**src/rtl/imusfp_pkg.sv**
```systemverilog
// shared types, constants and scaling helpers for the imu serial frame parser
`default_nettype none
package imusfp_pkg;

   localparam int unsigned MaxBurstBytes = 33;
   localparam int unsigned FrameLen      = 11;
   localparam int unsigned StoredBytes   = FrameLen - 1;
   localparam int unsigned QueueDepth    = 2;

   localparam logic [7:0] HdrByte   = 8'h55;
   localparam logic [7:0] TypeAcc   = 8'h51;
   localparam logic [7:0] TypeRate  = 8'h52;
   localparam logic [7:0] TypeAngle = 8'h53;

   localparam logic [1:0] KindAcc   = 2'd0;
   localparam logic [1:0] KindRate  = 2'd1;
   localparam logic [1:0] KindAngle = 2'd2;

   localparam int unsigned ProdWidth  = 24;
   localparam int unsigned ValueWidth = 19;

   // one checked frame waiting for scaling
   typedef struct packed {
      logic [1:0]         kind;
      logic signed [15:0] raw_x;
      logic signed [15:0] raw_y;
      logic signed [15:0] raw_z;
      logic signed [15:0] aux;
   } frame_type;

   typedef struct packed {
      logic push;
      logic pop;
   } queue_ctl_type;

   typedef struct packed {
      logic full;
      logic empty;
   } queue_stat_type;

   function automatic logic signed [7:0] mul_factor(input logic [1:0] kind);
      logic signed [7:0] f;
      unique case (kind)
         KindAcc:   f = 8'sd125;
         KindRate:  f = 8'sd125;
         KindAngle: f = 8'sd45;
         default:   f = 8'sd0;
      endcase
      return f;
   endfunction

   // divide by a power of two, truncating toward zero
   function automatic logic signed [ValueWidth-1:0] scale_down(
      input logic signed [ProdWidth-1:0] p,
      input logic [1:0]                  kind
   );
      logic [3:0]                  sh;
      logic signed [ProdWidth-1:0] bias;
      logic signed [ProdWidth-1:0] biased;
      logic signed [ProdWidth-1:0] shifted;
      unique case (kind)
         KindAcc:   sh = 4'd4;
         KindRate:  sh = 4'd7;
         KindAngle: sh = 4'd9;
         default:   sh = 4'd0;
      endcase
      bias    = p[ProdWidth-1] ? ((ProdWidth'(1) <<< sh) - ProdWidth'(1)) : '0;
      biased  = p + bias;
      shifted = biased >>> sh;
      return shifted[ValueWidth-1:0];
   endfunction

endpackage
`default_nettype wire

```
**src/rtl/imusfp_front.sv**
```systemverilog
// byte intake: burst tracking, frame alignment, checksum and type check
`default_nettype none
module imusfp_front (
   input  wire logic                  clock,
   input  wire logic                  reset,
   input  wire logic                  req_valid,
   output      logic                  req_ready,
   input  wire logic [7:0]            req_rx_byte,
   input  wire logic                  req_burst_start,
   input  wire imusfp_pkg::queue_stat_type q_stat,
   output      logic                  push,
   output      imusfp_pkg::frame_type push_frame
);

   logic [7:0] bytes_ff [imusfp_pkg::StoredBytes];
   logic [3:0] pos_ff, pos_in, pos_eff;
   logic [5:0] cnt_ff, cnt_in, cnt_eff;
   logic [7:0] sum_ff, sum_in, sum_eff;
   logic       take, counted, last_byte, type_ok;
   logic [1:0] kind;

   assign req_ready = !q_stat.full;
   assign take      = req_valid && req_ready;

   always_comb begin
      pos_eff   = req_burst_start ? '0 : pos_ff;
      cnt_eff   = req_burst_start ? '0 : cnt_ff;
      sum_eff   = req_burst_start ? '0 : sum_ff;
      counted   = cnt_eff < 6'(imusfp_pkg::MaxBurstBytes);
      last_byte = pos_eff == 4'(imusfp_pkg::StoredBytes);
      pos_in    = pos_ff;
      cnt_in    = cnt_ff;
      sum_in    = sum_ff;
      if (take) begin
         pos_in = pos_eff;
         cnt_in = cnt_eff;
         sum_in = sum_eff;
         if (counted) begin
            cnt_in = cnt_eff + 6'd1;
            if (last_byte) begin
               pos_in = '0;
               sum_in = '0;
            end else begin
               pos_in = pos_eff + 4'd1;
               sum_in = sum_eff + req_rx_byte;
            end
         end
      end
   end

   always_comb begin
      type_ok = 1'b1;
      kind    = imusfp_pkg::KindAcc;
      unique case (bytes_ff[1])
         imusfp_pkg::TypeAcc:   kind = imusfp_pkg::KindAcc;
         imusfp_pkg::TypeRate:  kind = imusfp_pkg::KindRate;
         imusfp_pkg::TypeAngle: kind = imusfp_pkg::KindAngle;
         default:               type_ok = 1'b0;
      endcase
   end

   assign push = take && counted && last_byte && type_ok
              && bytes_ff[0] == imusfp_pkg::HdrByte && sum_eff == req_rx_byte;

   always_comb begin
      push_frame.kind  = kind;
      push_frame.raw_x = {bytes_ff[3], bytes_ff[2]};
      push_frame.raw_y = {bytes_ff[5], bytes_ff[4]};
      push_frame.raw_z = {bytes_ff[7], bytes_ff[6]};
      push_frame.aux   = (kind == imusfp_pkg::KindRate) ? '0 : {bytes_ff[9], bytes_ff[8]};
   end

   always_ff @(posedge clock) begin
      if (reset) begin
         pos_ff <= '0;
         cnt_ff <= '0;
         sum_ff <= '0;
      end else begin
         pos_ff <= pos_in;
         cnt_ff <= cnt_in;
         sum_ff <= sum_in;
      end
   end

   always_ff @(posedge clock) begin
      for (int i = 0; i < imusfp_pkg::StoredBytes; i++) begin
         if (take && counted && pos_eff == 4'(i)) begin
            bytes_ff[i] <= req_rx_byte;
         end
      end
   end

endmodule
`default_nettype wire

```
**src/rtl/imusfp_queue.sv**
```systemverilog
// two-entry frame queue between intake and scaling
`default_nettype none
module imusfp_queue (
   input  wire logic                      clock,
   input  wire logic                      reset,
   input  wire imusfp_pkg::queue_ctl_type ctl,
   input  wire imusfp_pkg::frame_type     wr_frame,
   output      imusfp_pkg::frame_type     rd_frame,
   output      imusfp_pkg::queue_stat_type stat
);

   imusfp_pkg::frame_type mem_ff [imusfp_pkg::QueueDepth];
   logic       wr_ptr_ff, wr_ptr_in;
   logic       rd_ptr_ff, rd_ptr_in;
   logic [1:0] count_ff, count_in;
   logic       do_push, do_pop;

   assign stat.full  = count_ff == 2'(imusfp_pkg::QueueDepth);
   assign stat.empty = count_ff == 2'd0;
   assign do_push    = ctl.push && !stat.full;
   assign do_pop     = ctl.pop && !stat.empty;
   assign rd_frame   = mem_ff[rd_ptr_ff];

   always_comb begin
      wr_ptr_in = do_push ? !wr_ptr_ff : wr_ptr_ff;
      rd_ptr_in = do_pop ? !rd_ptr_ff : rd_ptr_ff;
      count_in  = count_ff + 2'(do_push) - 2'(do_pop);
   end

   always_ff @(posedge clock) begin
      if (reset) begin
         wr_ptr_ff <= 1'b0;
         rd_ptr_ff <= 1'b0;
         count_ff  <= '0;
      end else begin
         wr_ptr_ff <= wr_ptr_in;
         rd_ptr_ff <= rd_ptr_in;
         count_ff  <= count_in;
      end
   end

   always_ff @(posedge clock) begin
      if (do_push) begin
         mem_ff[wr_ptr_ff] <= wr_frame;
      end
   end

endmodule
`default_nettype wire

```
**src/rtl/imusfp_back.sv**
```systemverilog
// scaling pipeline: constant multiply, then truncating shift into the result register
`default_nettype none
module imusfp_back (
   input  wire logic                       clock,
   input  wire logic                       reset,
   input  wire imusfp_pkg::queue_stat_type q_stat,
   input  wire imusfp_pkg::frame_type      q_frame,
   output      logic                       pop,
   output      logic                       rsp_valid,
   input  wire logic                       rsp_ready,
   output      logic [1:0]                 rsp_frame_kind,
   output      logic signed [18:0]         rsp_value_x,
   output      logic signed [18:0]         rsp_value_y,
   output      logic signed [18:0]         rsp_value_z,
   output      logic signed [15:0]         rsp_aux_word
);

   logic                                   s1_valid_ff;
   logic [1:0]                             s1_kind_ff;
   logic signed [imusfp_pkg::ProdWidth-1:0] s1_px_ff, s1_py_ff, s1_pz_ff;
   logic signed [15:0]                     s1_aux_ff;
   logic                                   out_valid_ff;
   logic [1:0]                             out_kind_ff;
   logic signed [18:0]                     out_x_ff, out_y_ff, out_z_ff;
   logic signed [15:0]                     out_aux_ff;
   logic                                   adv_out, adv_s1;
   logic signed [7:0]                      fac;

   assign adv_out = !out_valid_ff || rsp_ready;
   assign adv_s1  = !s1_valid_ff || adv_out;
   assign pop     = adv_s1 && !q_stat.empty;
   assign fac     = imusfp_pkg::mul_factor(q_frame.kind);

   always_ff @(posedge clock) begin
      if (reset) begin
         s1_valid_ff  <= 1'b0;
         out_valid_ff <= 1'b0;
      end else begin
         if (adv_s1) begin
            s1_valid_ff <= !q_stat.empty;
         end
         if (adv_out) begin
            out_valid_ff <= s1_valid_ff;
         end
      end
   end

   always_ff @(posedge clock) begin
      if (pop) begin
         s1_kind_ff <= q_frame.kind;
         s1_px_ff   <= imusfp_pkg::ProdWidth'(q_frame.raw_x * fac);
         s1_py_ff   <= imusfp_pkg::ProdWidth'(q_frame.raw_y * fac);
         s1_pz_ff   <= imusfp_pkg::ProdWidth'(q_frame.raw_z * fac);
         s1_aux_ff  <= q_frame.aux;
      end
      if (adv_out && s1_valid_ff) begin
         out_kind_ff <= s1_kind_ff;
         out_x_ff    <= imusfp_pkg::scale_down(s1_px_ff, s1_kind_ff);
         out_y_ff    <= imusfp_pkg::scale_down(s1_py_ff, s1_kind_ff);
         out_z_ff    <= imusfp_pkg::scale_down(s1_pz_ff, s1_kind_ff);
         out_aux_ff  <= s1_aux_ff;
      end
   end

   assign rsp_valid      = out_valid_ff;
   assign rsp_frame_kind = out_kind_ff;
   assign rsp_value_x    = out_x_ff;
   assign rsp_value_y    = out_y_ff;
   assign rsp_value_z    = out_z_ff;
   assign rsp_aux_word   = out_aux_ff;

endmodule
`default_nettype wire

```
**src/rtl/imu_serial_frame_parser.sv**
```systemverilog
// Sensor byte-stream frame parser. One received byte is taken per clock
// (req_ready stays high unless the two-entry frame queue is full, which only
// happens when the result side stalls). Each byte carries a burst-start flag that
// restarts frame alignment; bytes beyond 33 in one burst are dropped. Every
// eleventh byte closes an 11-byte frame: header 0x55, type 0x51/0x52/0x53 and
// an 8-bit additive checksum must all match, otherwise nothing is emitted.
// A good frame is written into the queue by the edge that takes its last byte,
// then passes through the constant multiplier into the stage-one register and
// through the truncating shift into the result register that drives rsp_valid.
// Results then leave at one per clock while rsp_ready is high.
`default_nettype none
module imu_serial_frame_parser (
   input  wire logic               clock,
   input  wire logic               reset,
   input  wire logic               req_valid,
   output      logic               req_ready,
   input  wire logic [7:0]         req_rx_byte,
   input  wire logic               req_burst_start,
   output      logic               rsp_valid,
   input  wire logic               rsp_ready,
   output      logic [1:0]         rsp_frame_kind,
   output      logic signed [18:0] rsp_value_x,
   output      logic signed [18:0] rsp_value_y,
   output      logic signed [18:0] rsp_value_z,
   output      logic signed [15:0] rsp_aux_word
);

   imusfp_pkg::queue_ctl_type  q_ctl;
   imusfp_pkg::queue_stat_type q_stat;
   imusfp_pkg::frame_type      wr_frame, rd_frame;
   logic                       push, pop;

   assign q_ctl.push = push;
   assign q_ctl.pop  = pop;

   imusfp_front u_front (
      .clock           (clock),
      .reset           (reset),
      .req_valid       (req_valid),
      .req_ready       (req_ready),
      .req_rx_byte     (req_rx_byte),
      .req_burst_start (req_burst_start),
      .q_stat          (q_stat),
      .push            (push),
      .push_frame      (wr_frame)
   );

   imusfp_queue u_queue (
      .clock    (clock),
      .reset    (reset),
      .ctl      (q_ctl),
      .wr_frame (wr_frame),
      .rd_frame (rd_frame),
      .stat     (q_stat)
   );

   imusfp_back u_back (
      .clock          (clock),
      .reset          (reset),
      .q_stat         (q_stat),
      .q_frame        (rd_frame),
      .pop            (pop),
      .rsp_valid      (rsp_valid),
      .rsp_ready      (rsp_ready),
      .rsp_frame_kind (rsp_frame_kind),
      .rsp_value_x    (rsp_value_x),
      .rsp_value_y    (rsp_value_y),
      .rsp_value_z    (rsp_value_z),
      .rsp_aux_word   (rsp_aux_word)
   );

endmodule
`default_nettype wire

```
**config.mk**
```make
export PLATFORM = sky130hd
export DESIGN_NAME = imu_serial_frame_parser
export DESIGN_NICKNAME = d
export VERILOG_FILES = /design/src/rtl/imusfp_pkg.sv /design/src/rtl/imusfp_front.sv /design/src/rtl/imusfp_queue.sv /design/src/rtl/imusfp_back.sv /design/src/rtl/imu_serial_frame_parser.sv
export SDC_FILE = /design/constraint.sdc
export NUM_CORES = 1
export LEC_CHECK = 0
export ABC_CLOCK_PERIOD_IN_PS = 10100
export BUFFER_PORTS_ARGS = -buffer_cell sky130_fd_sc_hd__buf_4
export CORE_ASPECT_RATIO = 0.75
export CORE_MARGIN = 5
export CORE_UTILIZATION = 38
export DETAILED_ROUTE_END_ITERATION = 7
export HOLD_SLACK_MARGIN = 0.06
export PLACE_DENSITY_LB_ADDON = 0.25
export REMOVE_ABC_BUFFERS = 1
export SLEW_MARGIN = 20
export SYNTH_ARGS = -nofsm -noshare
export SYNTH_HDL_FRONTEND = slang
export SYNTH_SLANG_ARGS = --single-unit
```
**constraint.sdc**
```tcl
create_clock -name clock -period 10.1 [get_ports clock]
set_input_delay 2.02 -clock clock [delete_from_list [all_inputs] [get_ports clock]]
set_output_delay 2.02 -clock clock [all_outputs]
set_load 0.02 [all_outputs]
```
# Yosys cells after proc, flatten, opt, wreduce, memory -nomap -nowiden
# Memories as Yosys holds them, arrays and structs flattened. A register that Yosys moved wholly into a read port is not among the register bits.
# Index checks and enable logic that the tools add are counted.
# word_totals
mem_count,2
latchBits,0
in_bits,13
rom_bits,0
reg_bits,189
mem_bits_rw,212
# classes
mul,3
n_div,0
n_lt_le_gt_ge,1
shifts,4
add_sub_neg,9
n_mux,68
eq_ne,21
bitwise_logic,0
n_reduce_logical,43
# memory_table
name,depth,word_bits,read_ports,rd_clocked_by_memory_dff,wr,line_no,source
u_queue.mem_ff,2,66,1,1,1,imusfp_queue.sv:12,imusfp_pkg::frame_type mem_ff [imusfp_pkg::QueueDepth];
u_front.bytes_ff,10,8,10,0,1,imusfp_front.sv:15,logic [7:0] bytes_ff [imusfp_pkg::StoredBytes];
# op_table
operator,n
$mux W8,12
$add A24 B24 Y24,3
$mul A16 B8 Y24,3
$mux W24,3
$reduce_or A8 Y1,9
$sshr A24 B4 Y19,3
$mux W4,13
$mux W1,34
$eq A8 B7 Y1 const B,4
$sshl A1 B4 Y24 const A,1
$sub A24 B1 Y24 const B,1
$logic_and A1 B1 Y1,20
$eq A4 B3 Y1 const B,4
$mux W16,1
$pmux W7 S2,1
$eq A4 B4 Y1 const B,3
$mux W6,2
$pmux W4 S3,1
$add A8 B8 Y8,1
$eq A4 B2 Y1 const B,2
$eq A8 B8 Y1,1
$add A6 B1 Y6 const B,1
$eq A2 B1 Y1 const B,3
$eq A2 B2 Y1 const B,3
12 further kinds,20

# Logic depth before layout (Yosys ltp)
# Gate-level depths: netlist of run 1.
# logic_depth
depth_word,17
mapped_depth,28
ltp_nobuf,24

# Cells and area by module
# A second synthesis of run 1 with hierarchy kept.
# unflattened
cells_unflattened,2832
area_unflattened_um2,30481.7
# modules_own_cells
module,area_each_um2,cells_each,seq_area_each_um2,instances
imusfp_back,21503.1,2324,4994.8,1
imusfp_queue,5004.8,232,4063.9,1
imusfp_front,3973.8,276,2762.6,1

# Worst setup path before layout of run 1
# OpenSTA, ideal clock, no wires.
# synth_path
kind,input to register
start,input rsp_ready
end,register u_queue.count_ff[1]
arrival_ns,7.885
setup_slack_ns,2.088
required_time_ns,9.972
stages,8
path_buffers,0
path_cell_list,nor2b_1 > a21oi_1 > ha_1 > inv_1 > ha_1 > xor2_1 > xnor2_1 > nor2_1
# synth_via
elab_chain_cells,5
# synth_rtl
element,line_no,source
start: declaration,imu_serial_frame_parser.sv:20,"input wire logic rsp_ready,"
$logic_or A1 B1 Y1,imusfp_back.sv:29,assign adv_out = !out_valid_ff || rsp_ready;
$logic_or A1 B1 Y1,imusfp_back.sv:30,assign adv_s1 = !s1_valid_ff || adv_out;
$logic_and A1 B1 Y1,imusfp_back.sv:31,assign pop = adv_s1 && !q_stat.empty;
via pop,imu_serial_frame_parser.sv:31,"logic push, pop;"
$logic_and A1 B1 Y1,imusfp_queue.sv:21,assign do_pop = ctl.pop && !stat.empty;
$sub A2 B1 Y2,imusfp_queue.sv:27,count_in = count_ff + 2'(do_push) - 2'(do_pop);
end signal: assignment,imusfp_queue.sv:38,count_ff <= count_in;
end: declaration,imusfp_queue.sv:15,"logic [1:0] count_ff, count_in;"
# The timed path passes the listed nets, and every way through them passes these cells.
# A chain may end at the register's enable or synchronous reset.

==> results of run 1 <==
-- area by class of cell --
cell class / instances / share of cell area [%]
tap: 1069 / 3.88
timing repair buffer: 109 / 2.37
inverter: 425 / 4.62
multi-input combinational: 2085 / 51.0
sequential: 402 / 34.3
clock buffer: 50 / 3.16
clock inverter: 25 / 0.758
-- kinds of logic (layout without fill, tap and decap cells) --
family / count (synthesis) / in the layout / synth area share (%)
DFF: 402 / 402 / 37.9
muxes: 163 / 163 / 6.72
AOI/OAI and AO/OA: 572 / 572 / 12.3
adders and majority gates: 405 / 405 / 20.2
xor gates and xnor gates: 178 / 178 / 4.99
other: 2 / 18 / 0.0241
buffers and inverters: 516 / 609 / 6.24
and+or+nand+nor: 749 / 749 / 11.6
-- report_power, final --
| group | switching [mW] | internal (mW) |
|---|---|---|
| clock network | 0.671 | 0.840 |
| registers | 0.00423 | 1.81 |
| logic | 0.0629 | 0.0408 |
| total | 0.738 | 2.69 |
-- layer usage --
| metal | part of all wire [%] | GRT usage, % |
|---|---|---|
| met5 | 0 | 0 |
| met4 | 1.7 | 3.26 |
| met3 | 4.9 | 2.29 |
| met2 | 39 | 21.7 |
| met1 | 54 | 26.3 |
-- worst max-delay path: stages (launching register included) --
cell,delay (ps)
dfxtp_4,670
mux2i_2,830
nor2_4,320
buf_4,350
or2_2,360
inv_1,100
ha_1,230
inv_1,110
xnor2_1,110
fa_1,450
fa_1,510
inv_1,50
fa_1,470
inv_1,40
ha_1,310
o21ai_0,250
nand2b_1,110
a31oi_1,400
o2111ai_1,180
a31oi_1,270
nor2b_1,80
o21a_1,180
o41ai_1,310
xor2_1,110
-- synth_stat cells (all sizes together), types with 32 or more instances --
cell / count
inv: 424
edfxtp: 377
ha: 240
nor2: 234
a21oi: 169
fa: 165
nand2: 162
xnor2: 129
mux2i: 97
o21ai: 84
nor3: 66
clkbuf: 64
and2: 50
xor2: 49
nand3: 44
a21o: 37
a211oi: 35
mux4: 34
nor2b: 34
mux2: 32
nand2b: 32
-- state kept, by name, summed over array words and instances (netlist names), named ones only --
name / flops
u_queue.mem_ff: 132
u_front.bytes_ff: 80
u_back.s1_px_ff: 24
u_back.s1_py_ff: 24
u_back.s1_pz_ff: 24
u_back.rsp_value_x: 19
u_back.rsp_value_y: 19
u_back.rsp_value_z: 19
u_back.rsp_aux_word: 16
u_back.s1_aux_ff: 16
u_front.sum_ff: 8
u_front.cnt_ff: 6
u_front.pos_ff: 4
u_back.rsp_frame_kind: 2
u_back.s1_kind_ff: 2
u_queue.count_ff: 2
u_back.rsp_valid: 1
u_back.s1_valid_ff: 1
u_queue.rd_ptr_ff: 1
u_queue.wr_ptr_ff: 1
-- final timing paths --
check / from / to / slack, ps / depth (start not counted)
hold reg to reg: u_back.s1_aux_ff[9]$_DFFE_PP_ / u_back.rsp_aux_word[9]$_DFFE_PP_ / 420 / 0
hold / removal: u_back.s1_aux_ff[9]$_DFFE_PP_ / u_back.rsp_aux_word[9]$_DFFE_PP_ / 420 / 0
setup reg to reg: flop / u_back.s1_pz_ff[23]$_DFFE_PP_ / 3000 / 23
setup / recovery: flop / u_back.s1_pz_ff[23]$_DFFE_PP_ / 3000 / 23
==> flow_metrics.py, run 1 <==
metrics = {
    "run_status": {
        "status": "complete, no violations",
    },
    "place": {
        "dp_hpwl_um": 53900,
        "port-buffer-count": 89,
        "post_dp_cell_area_um2": 33200,
        "dp.cells": 4090,
        "gp_congestion": 0.839,
        "pre_cts_ws_ps": 3010,
    },
    "synth": {
        "syn_area_per_cell_um2": 10.5,
        "synth-edff-count": 377,
        "synth_cell_type_count": 91,
        "synth_area_um2": 31200,
        "synth_top_area_share_pct": 36.3,
        "synth_async_sr_flop_share_pct": 0,
        "synth_top_flop_cell": "edfxtp_1",
        "synthTopCellsByArea": "edfxtp_1, fa_1, ha_1, inv_1, xnor2_1",
        "synth_top_area_cell": "edfxtp_1",
        "seq_area_frac_synth_pct": 37.9,
        "ys_ff_latch": 402,
        "yosysWarnings": 0,
        "netlist_instances": 2987,
    },
    "grt": {
        "grt_antenna_before_repair": 2,
        "grt_pass1_vias": 20200,
        "grt_max_degree": 75,
        "overflow": 0,
        "grt_pass1_wl_um": 114000,
        "grt.total_usage_pct": 15.9,
    },
    "routing": {
        "final_antenna_net_count": 0,
        "finalWirelength_um": 71300,
        "dr_total_vias": 21400,
        "drt_iter0_markers": 1633,
        "wl_per_cell_um": 17.1,
        "firstDrtPassIters": 6,
        "route.detailed.drc": 0,
        "viasPerCell": 5.13,
    },
    "critical_path": {
        "critPathLaunchType": "flop",
        "end_kind": "flop",
        "cp_max_fo": 37,
        "required_ps": 10420,
        "crit_type": "flop to flop",
        "arrival_ps": 7420,
    },
    "clock_network": {
        "cts_root_buffer": "clkbuf_16",
        "worst_skew_pair.late_latency_ps": 600,
        "clk_pin_slew_ps": 60,
        "clock_sinks": 402,
        "cts_tree": "yes",
        "cts_buffers": 42,
        "htree_levels": 2,
        "postCtsSetupBuffers": 0,
        "ctsHoldBuffers": 0,
        "clockBufferDepth": 3,
        "cts.repair.resized": 0,
    },
    "floorplan": {
        "dieArea_um2": 88100,
        "row_count": 91,
        "die_y_um": 258,
        "die_w_um": 341,
        "initial_core_util_pct": 38.1,
        "coreArea_um2": 81900,
        "io-pin-count": 90,
    },
    "cells_and_area": {
        "syn_to_final_growth_pct": 10.5,
        "layout-drive-gt1-share_pct": 9.63,
        "design_area_um2": 34500,
        "layout_commonest_cell": "inv_1",
        "multi_input_area_um2": 17600,
        "antennaDiodeCount": 0,
        "fin_util_pct": 42.2,
        "final_cell_mix": "inv_1, edfxtp_1, ha_1, nor2_1, a21oi_1",
        "fin_cells": 4165,
        "fin_nets": 3483,
        "seq_area_um2": 11800,
        "n_fill_cell": 7828,
    },
    "sta": {
        "worst_slew_pin_slew_ps": 1050,
        "setup_slack_ps": 3000,
        "fin_crit_ps": 7100,
        "fin_crit_sh_pct": 70.3,
        "clock.fmax_ghz": 0.141,
        "hold_ws_ps": 420,
        "rsz0062_at_grt": "no",
        "hold_viol_final": 0,
        "maxSlewViolCount": 0,
        "slew_headroom_pct": 29.5,
        "tns_ps": 0,
        "fin_worst_skew_ps": 30.4,
        "finalSetupViolations": 0,
    },
    "job": {
        "cap_violations": 0,
    },
    "worst_hold_path": {
        "min-delay-path-class": "flop to flop",
    },
    "power": {
        "power_mw": 3.43,
        "power.density_nw_per_um2": 99.3,
        "leakagePower_nw": 14.2,
        "peakVddDrop_uv": 133,
    },
}
Note: power is estimated with default switching activity, not from simulation.
==> inputs of run 2 (changes only) <==
--- a/config.mk
+++ b/config.mk
@@ -5,7 +5,7 @@
 export SDC_FILE = /design/constraint.sdc
 export NUM_CORES = 1
 export LEC_CHECK = 0
-export ABC_CLOCK_PERIOD_IN_PS = 10100
+export ABC_CLOCK_PERIOD_IN_PS = 5950
 export BUFFER_PORTS_ARGS = -buffer_cell sky130_fd_sc_hd__buf_4
 export CORE_ASPECT_RATIO = 0.75
 export CORE_MARGIN = 5
==> constraint.sdc (replaced) <==
create_clock -name clock -period 5.95 [get_ports clock]
set_input_delay 1.19 -clock clock [delete_from_list [all_inputs] [get_ports clock]]
set_output_delay 1.19 -clock clock [all_outputs]
set_load 0.02 [all_outputs]
==> run 2 against run 1 <==
  * Via count barely moved
  * Count of clock-buffer cells in the layout down 4
  * Register-to-register slack worse by 2600 ps
  * Power up 73%
==> flow_metrics.py, run 2 (synthesis results as in run 1) <==
metrics = {
    "grt": {
        "grt_max_degree": 66,
        "grt_pass1_vias": 20300,
        "grt_antenna_before_repair": 0,
        "grt_pass1_wl_um": 115000,
        "grt.total_usage_pct": 16.0,
        "overflow": 0,
    },
    "place": {
        "pre_cts_ws_ps": 206,
        "post_dp_cell_area_um2": 33600,
        "gp_congestion": 0.836,
        "port-buffer-count": 89,
        "dp_hpwl_um": 54700,
    },
    "cells_and_area": {
        "antennaDiodeCount": 0,
        "fin_util_pct": 42.8,
        "max_flop_register": "u_queue.mem_ff",
        "syn_to_final_growth_pct": 12.3,
        "final_cell_mix": "inv_1, edfxtp_1, ha_1, nor2_1, a21oi_1",
        "largestRegisters": "u_queue.mem_ff: 132 flops, u_front.bytes_ff: 80 flops",
        "fin_nets": 3529,
        "design_area_um2": 35000,
        "layout_commonest_cell": "inv_1",
        "layout-drive-gt1-share_pct": 11.3,
        "largest_reg_flops": 132,
    },
    "job": {
        "cap_violations": 0,
    },
    "sta": {
        "fin_worst_skew_ps": 28.7,
        "finalSetupViolations": 0,
        "hold_viol_final": 0,
        "worst_slew_pin_slew_ps": 1030,
        "fin_crit_sh_pct": 94.0,
        "clock.fmax_ghz": 0.179,
        "fin_crit_ps": 5590,
        "rsz0062_at_grt": "yes",
        "tns_ps": 0,
        "maxSlewViolCount": 0,
        "slew_headroom_pct": 31.1,
        "setup_slack_ps": 358,
    },
    "worst_hold_path": {
        "min-delay-path-class": "flop to flop",
        "hp-start": "u_back.s1_aux_ff[4]$_DFFE_PP_",
    },
    "clock_network": {
        "cts_buffers": 41,
        "postCtsSetupBuffers": 0,
        "ctsHoldBuffers": 0,
        "worst_skew_pair.late_latency_ps": 580,
        "htree_levels": 2,
        "clockBufferDepth": 3,
        "cts_root_buffer": "clkbuf_16",
        "clk_pin_slew_ps": 60,
        "clock_sinks": 402,
        "cts_tree": "yes",
    },
    "routing": {
        "dr_total_vias": 21400,
        "final_antenna_net_count": 0,
        "firstDrtPassIters": 6,
        "wl_per_cell_um": 16.9,
        "finalWirelength_um": 71000,
        "drt_iter0_markers": 1665,
        "route.detailed.drc": 0,
        "viasPerCell": 5.07,
    },
    "power": {
        "power_mw": 5.92,
        "power.density_nw_per_um2": 169,
        "peakVddDrop_uv": 168,
        "leakagePower_nw": 14.5,
    },
    "critical_path": {
        "max_stage_delay_ps": 510,
        "arrival_ps": 5920,
        "cp_max_fo": 32,
        "cp_cell_sequence": "buf_12, mux2i_1, xnor2_1, o22ai_1, ha_1, or2_2, ha_1, ha_1, fa_1, inv_1, fa_1, nor2b_1, o21ai_0, a21oi_1, o211ai_1, a21oi_1, nor2_1, o311ai_1, a2111oi_0, or3_1",
        "crit_slowest_cell": "mux2i_1",
        "required_ps": 6280,
        "cpMostUsedCell": "ha_1",
        "end_kind": "flop",
        "crit_type": "flop to flop",
        "critPathLaunchType": "flop",
    },
    "floorplan": {
        "initial_core_util_pct": 38.1,
        "io-pin-count": 90,
        "dieArea_um2": 88100,
        "row_count": 91,
        "coreArea_um2": 81900,
        "die_w_um": 341,
        "die_y_um": 258,
    },
    "run_status": {
        "status": "complete, no violations",
    },
}
-- run 2: changes by cell type in the layout (fill, tap and decap cells not counted), moves of 3 or more --
cell,previous run,this run
buf_4,109,148
buf_12,0,7
mux2i_1,96,89
clkinv_2,9,5
mux2i_2,1,8
bufinv_16,2,5
clkbuf_1,7,3
inv_6,2,6
clkinv_1,5,8
-- run 2: final timing paths --
check                                      to  slack, ps  depth (start not counted)
min reg2reg  u_back.rsp_aux_word[4]$_DFFE_PP_        420                          0
max             u_back.s1_py_ff[22]$_DFFE_PP_        360                         20
max reg2reg     u_back.s1_py_ff[22]$_DFFE_PP_        360                         20
min          u_back.rsp_aux_word[4]$_DFFE_PP_        420                          0
-- run 2: power by group --
group	switching [mW]	internal, mW	leakage, nW
combinational	0.107	0.0697	10.2
sequential	0.00705	3.07	3.60
clock	1.13	1.54	0.677
-- run 2: what timing repair did --
item | 4_1_cts | 5_1_grt
setup endpoints to repair | 0 | 9
hold endpoints to repair | 0 | 0
gates resized for setup | 0 | 14
-- run 2: layer usage --
| layer | share of wire [%] | track usage, % | up-vias |
|---|---|---|---|
| li1 | - | - | 10800 |
| met1 | 55 | 26.6 | 10000 |
| met2 | 39 | 21.7 | 447 |
| met3 | 4.7 | 2.36 | 75 |
| met4 | 1.6 | 3.07 | 0 |
| met5 | 0 | 0 | - |
-- run 2: worst max-delay path: cells and delay by family, from the launching register on --
family | cells | cell delay [ps]
XOR/XNOR | 1 | 180
adder cells (fa/ha/maj) | 5 | 1730
flip-flops | 1 | 390
AO/OA/AOI/OAI | 7 | 1360
multiplexers | 1 | 510
buffers and inverters | 2 | 310
AND/OR/NAND/NOR | 4 | 860
-- run 2: layout make-up --
cell class | instances | area [um2]
flip-flops and latches | 402 | 11800
fillers | 7748 | 46800
clock inverters | 29 | 324
well taps | 1069 | 1340
multi-input cells | 2085 | 17600
clock buffers | 46 | 1080
inverters | 425 | 1600
repair buffers | 156 | 1260
-- run 2: through the flow --
step	cells	hold WS, ps
after floorplan	2912	400
after global placement	4137	404
after detailed placement	4137	405
after CTS	4212	419
after global routing	4212	426
final	4212	419
